## config.mk

```make
export PLATFORM = sky130hd
export DESIGN_NAME = slp_ctrl
export DESIGN_NICKNAME = d
export VERILOG_FILES = /design/src/sv/slp_pkg.sv /design/src/sv/slp_ctrl.sv
export SDC_FILE = /design/constraint.sdc
export NUM_CORES = 1
export LEC_CHECK = 0
export ABC_AREA = 1
export BUFFER_PORTS_ARGS = -buffer_cell sky130_fd_sc_hd__buf_2
export CORE_AREA = 5 5 42 44
export DETAILED_ROUTE_END_ITERATION = 12
export DIE_AREA = 0 0 47 49
export SLEW_MARGIN = 40
export SYNTH_ARGS = -nofsm -noshare
export SYNTH_HDL_FRONTEND = slang
export SYNTH_SLANG_ARGS = --single-unit
```

## constraint.sdc

```tcl
create_clock -name i_clk -period 4 [get_ports i_clk]
set_clock_uncertainty 0.1 [all_clocks]
set_input_delay 0.4 -clock i_clk [delete_from_list [all_inputs] [get_ports i_clk]]
set_output_delay 0.4 -clock i_clk [all_outputs]
set_load 0.005 [all_outputs]
```

## src/sv/slp_pkg.sv

```systemverilog
`timescale 1ns / 1ps
// Shared types, constants and helpers for the signed decimal list parser.
// Depends on nothing; used by every module of the block.
package slp_pkg;

    localparam int MAX_VALUES_DEF      = 512;
    localparam int MAX_TOKEN_CHARS_DEF = 12;
    localparam int VALUE_W             = 32;
    localparam int STATUS_W            = 3;
    localparam int STORED_COUNT_W      = 10;

    typedef logic [STATUS_W-1:0]       t_status;
    typedef logic [STORED_COUNT_W-1:0] t_stored_count;

    localparam t_status ST_OK     = 3'd0;
    localparam t_status ST_SYNTAX = 3'd1;
    localparam t_status ST_RANGE  = 3'd2;
    localparam t_status ST_DUP    = 3'd3;
    localparam t_status ST_EMPTY  = 3'd4;
    localparam t_status ST_FULL   = 3'd5;

    localparam logic [7:0] CH_TAB   = 8'h09;
    localparam logic [7:0] CH_CR    = 8'h0D;
    localparam logic [7:0] CH_SPACE = 8'h20;
    localparam logic [7:0] CH_PLUS  = 8'h2B;
    localparam logic [7:0] CH_MINUS = 8'h2D;
    localparam logic [7:0] CH_ZERO  = 8'h30;
    localparam logic [7:0] CH_NINE  = 8'h39;

    localparam logic [VALUE_W-1:0] POS_LIMIT = 32'h7FFF_FFFF;
    localparam logic [VALUE_W-1:0] NEG_LIMIT = 32'h8000_0000;

    typedef struct packed {
        logic [7:0] character;
        logic       end_of_argument;
        logic       new_list;
    } t_in_item;

    typedef struct packed {
        logic signed [VALUE_W-1:0] value;
        t_status                   status;
        t_stored_count             stored_count;
    } t_out_item;

    // controller -> datapath
    typedef struct packed {
        logic    load;
        logic    scan_start;
        logic    scan;
        logic    emit;
        t_status code;
    } t_cmd;

    // datapath -> controller
    typedef struct packed {
        logic fin;
        logic empty;
        logic bad_syntax;
        logic bad_range;
        logic dup_hit;
        logic scan_done;
        logic full;
        logic out_free;
    } t_dp_sts;

    function automatic logic is_space(input logic [7:0] c);
        return c inside {CH_SPACE, [CH_TAB:CH_CR]};
    endfunction

endpackage

```

## src/sv/slp_ctrl.sv

```systemverilog
`timescale 1ns / 1ps
// Sequencer of the signed decimal list parser: request intake, token checks,
// table scan and result hand-off. Depends on slp_pkg.
module slp_ctrl
    import slp_pkg::*;
(
    input  logic    i_clk,
    input  logic    i_rst_n,
    input  logic    i_valid,
    input  t_dp_sts i_sts,
    output logic    o_stall,
    output t_cmd    o_cmd
);

    localparam logic [1:0] S_IDLE  = 2'd0;
    localparam logic [1:0] S_CHECK = 2'd1;
    localparam logic [1:0] S_SCAN  = 2'd2;
    localparam logic [1:0] S_EMIT  = 2'd3;

    logic [1:0] r_state, n_state;
    t_status    r_code, n_code;

    always_comb begin
        n_state = r_state;
        n_code  = r_code;
        o_cmd   = '0;
        case (r_state)
            S_IDLE: begin
                o_cmd.load = i_valid;
                if (i_valid) begin
                    if (i_sts.fin) begin
                        n_state = S_CHECK;
                    end else if (i_sts.empty) begin
                        n_code  = ST_EMPTY;
                        n_state = S_EMIT;
                    end
                end
            end
            S_CHECK: begin
                if (i_sts.bad_syntax) begin
                    n_code  = ST_SYNTAX;
                    n_state = S_EMIT;
                end else if (i_sts.bad_range) begin
                    n_code  = ST_RANGE;
                    n_state = S_EMIT;
                end else begin
                    o_cmd.scan_start = 1'b1;
                    n_state          = S_SCAN;
                end
            end
            S_SCAN: begin
                o_cmd.scan = 1'b1;
                if (i_sts.dup_hit) begin
                    n_code  = ST_DUP;
                    n_state = S_EMIT;
                end else if (i_sts.scan_done) begin
                    n_code  = i_sts.full ? ST_FULL : ST_OK;
                    n_state = S_EMIT;
                end
            end
            S_EMIT: begin
                o_cmd.emit = i_sts.out_free;
                if (i_sts.out_free) begin
                    n_state = S_IDLE;
                end
            end
            default: begin
                n_state = S_IDLE;
            end
        endcase
        o_cmd.code = r_code;
    end

    always_ff @(posedge i_clk) begin
        if (!i_rst_n) begin
            r_state <= S_IDLE;
            r_code  <= ST_OK;
        end else begin
            r_state <= n_state;
            r_code  <= n_code;
        end
    end

    assign o_stall = (r_state != S_IDLE);

endmodule

```

==> summary.md <==
| Metric | Value |
|---|---|
| Status | `finished clean` |
| Die H | `49 um` |
| Mapped Area | `around 500 um^2` |
| DIE WIDTH | `approximately 47 um` |
| Minimum clock period after layout | `1.88 ns` |
| Final Hold Viols | `0` |
| WP data arrival | `1.38 ns` |
| Ratio of cells with drive above 1 in the final layout | `27.9%` |
| Critical Path RT | `3.50 ns` |
| # rows | `14` |
| DRC | `0` |
| Vias in the first global route | `474` |
| Pins Over Slew Limit | `0` |
| First-pass GRT wire length | `roughly 1900 um` |
| Core Area | `0.00140 mm^2` |
| Sequential element share of the synthesized area | `between 10% and 20%` |
| Sink Count | `5` |
| First drt pass iteration count | `4` |
| TNS Setup | `0 ns` |
| Worst r2r src | `r_state[0]$_SDFFE_PN0P_` |
| Routed WL | `1120 um` |
| DRT iter0 DRCs | `4` |
| Reg clk slew, reported paths | `0.04 ns` |
| Total grt overflow | `0` |
| Vias/cell | `about 4.6` |
| Final worst slack | `2.12 ns` |
| Worst-Skew Late Latency | `0.24 ns` |
| Num ports | `19` |
| Worst hold stages | `3` |
| Final antenna-violating net count | `0` |
| CTS Buffer Depth | `2` |
| CP Class | `register to output port` |
| CTS tree | `done` |
| DIE AREA | `0.00230 mm^2` |
| PostCTS Resize Cnt | `0` |
| Area leader, netlist | `dfxtp_1` |
| Yosys Warn Count | `0` |
| Final nets | `122` |
| Crit Reg-Reg Endpoint | `r_code[0]$_SDFFE_PN0P_` |
| Max-Cap Viols | `0` |
| RSZ-0062 raised after global routing | `no` |
| Via Count | `roughly 550` |
| Synth cell types | `18` |
| CTS Buf Count | `3` |
| Crit share post-route | `46.9%` |
| Port Buffers | `18` |
| R2r setup slk | `2.33 ns` |
| Post-CTS setup buffers | `0` |
| Post-CTS Hold Fix Bufs | `0` |
| Hold path startpoint | `i_rst_n` |
| Area share of the leading cell type in the synthesized netlist | `between 10% and 20%` |
| Met1 Use GR | `14.9%` |
| Routability cong. | `around 0.75` |
| CP Capture Type | `output port` |
| Syn_area_per_cell | `6.14 um^2` |
| Hold Crit Endpoint | `r_code[1]$_SDFFE_PN0P_` |
| GR Util met3 | `6.64%` |
| GRT Overall Usage | `between 10% and 20%` |
| Pre-CTS WS | `2.32 ns` |
| Async set or reset register ratio after synthesis | `0%` |
| Hold crit path type | `input pin to register` |
| Leak | `0.394 nW` |
| Peak VDD IR | `0.301 mV` |
| Worst-Margin Slew | `0.353 ns` |
| Synth Instances | `83` |
| #FFs+latches synth | `5` |
| R2R depth | `7` |
| Layout area overhead | `24.6%` |
| Most common cell in the synthesized netlist | `nand2_1` |
| Final Setup Violations | `0` |
| H-tree Lvls | `1` |
| Worst setup SP type | `register` |
| Cell area power density | `a little under 700 mW/mm^2` |
| Layout Utilization | `45.3%` |
| Root buffer cell | `clkbuf_4` |
| Initial Util | `between 30% and 40%` |
| Antenna fix cells | `0` |
| Largest net degree at the start of global routing | `9` |
| Wire length per cell | `9.36 um` |
| Worst Path Max Fanout | `8` |
| EDFF count, synth | `0` |
| Syn_nets | `100` |
| GRT Max-Usage Layer | `met2` |
| Initial antenna violation count | `0` |
| Post-synth top cells | `nand2_1, inv_1, nor2_1, ha_1, nand3_1` |
| Max-Slew Margin vs Limit | `76.5%` |
| Detailed placement HPWL | `966 um` |
| GRT met2 Usage | `roughly 15%` |
| Prevailing post-synth register cell | `dfxtp_1` |
| Top area cells in the synthesized netlist | `dfxtp_1, nand2_1, ha_1, inv_1, nor2_1` |
| FMAX | `0.533 GHz` |
[per-layer routing]
metal  share of wire (%)  wire length, um
met1                  46              522
met4                   0                0
met3                 9.6              108
met5                   0                0
met2                  44              492
[stage by stage]
step	hold slack (ns)	std cells	power (W)	instance area [um^2]
after global routing	0.324	120	0.000489	634
after global placement	0.362	116	0.000381	608
after detailed placement	0.373	116	0.000381	608
final	0.321	120	0.000438	634
after floorplan	0.379	83	0.000317	509
after CTS	0.311	120	0.000442	634
[worst max-delay path by stage]
| stage | endpoint | start | cells after the start |
|---|---|---|---|
| floorplan | r_code[0]$_SDFFE_PN0P_ | r_state[0]$_SDFFE_PN0P_ | 9 |
| global placement | r_code[0]$_SDFFE_PN0P_ | r_state[0]$_SDFFE_PN0P_ | 7 |
| global route | o_cmd[6] | r_state[0]$_SDFFE_PN0P_ | 5 |
| finish | o_cmd[6] | r_state[0]$_SDFFE_PN0P_ | 5 |
| detailed placement | r_code[0]$_SDFFE_PN0P_ | r_state[0]$_SDFFE_PN0P_ | 7 |
| CTS | o_cmd[6] | r_state[0]$_SDFFE_PN0P_ | 5 |
[final cells by class]
type | count | area (um^2)
fillers | 162 | 767
multi-input cells | 62 | 339
flip-flops and latches | 5 | 100
repair buffers | 18 | 90.1
inverters | 15 | 58.8
clock buffers | 4 | 26.3
well taps | 16 | 20.0
[critical path, cell delays in order (launching register included)]
cell and delay, ns:
dfxtp_1 0.34, inv_1 0.16, ha_1 0.39, nand2_1 0.08
inv_1 0.06, buf_2 0.10
[layout by cell type, fill, tap and decap left out, drive strengths merged]
| master | count |
|---|---|
| nand3b | 1 |
| buf | 18 |
| o21bai | 1 |
| dfxtp | 5 |
| nand3 | 7 |
| or2 | 1 |
| clkbuf | 4 |
| nand2 | 29 |
| inv | 15 |
| nor2 | 12 |
| o21ai | 3 |
| a21oi | 2 |
| ha | 6 |
[sequential cells by signal, indices dropped and copies added, names as in the netlist]
| signal | cells |
|---|---|
| r_code | 3 |
| r_state | 2 |
[logic make-up (layout without fill, tap and decap cells)]
| logic type | Yosys count | count (layout) | synth area share, % |
|---|---|---|---|
| simple gates | 50 | 50 | 44.7 |
| fa+ha+maj | 6 | 6 | 14.7 |
| buf+inv | 16 | 37 | 13.8 |
| compound gates | 6 | 6 | 7.13 |
| flops | 5 | 5 | 19.7 |
[report_power, final]
group	switching, W	leakage (nW)	internal, W
clock network	0.0000192	0.0150	0.0000376
logic	0.000173	0.338	0.000116
registers	0.0000188	0.0411	0.0000724
(Power assumes the default switching activity.)
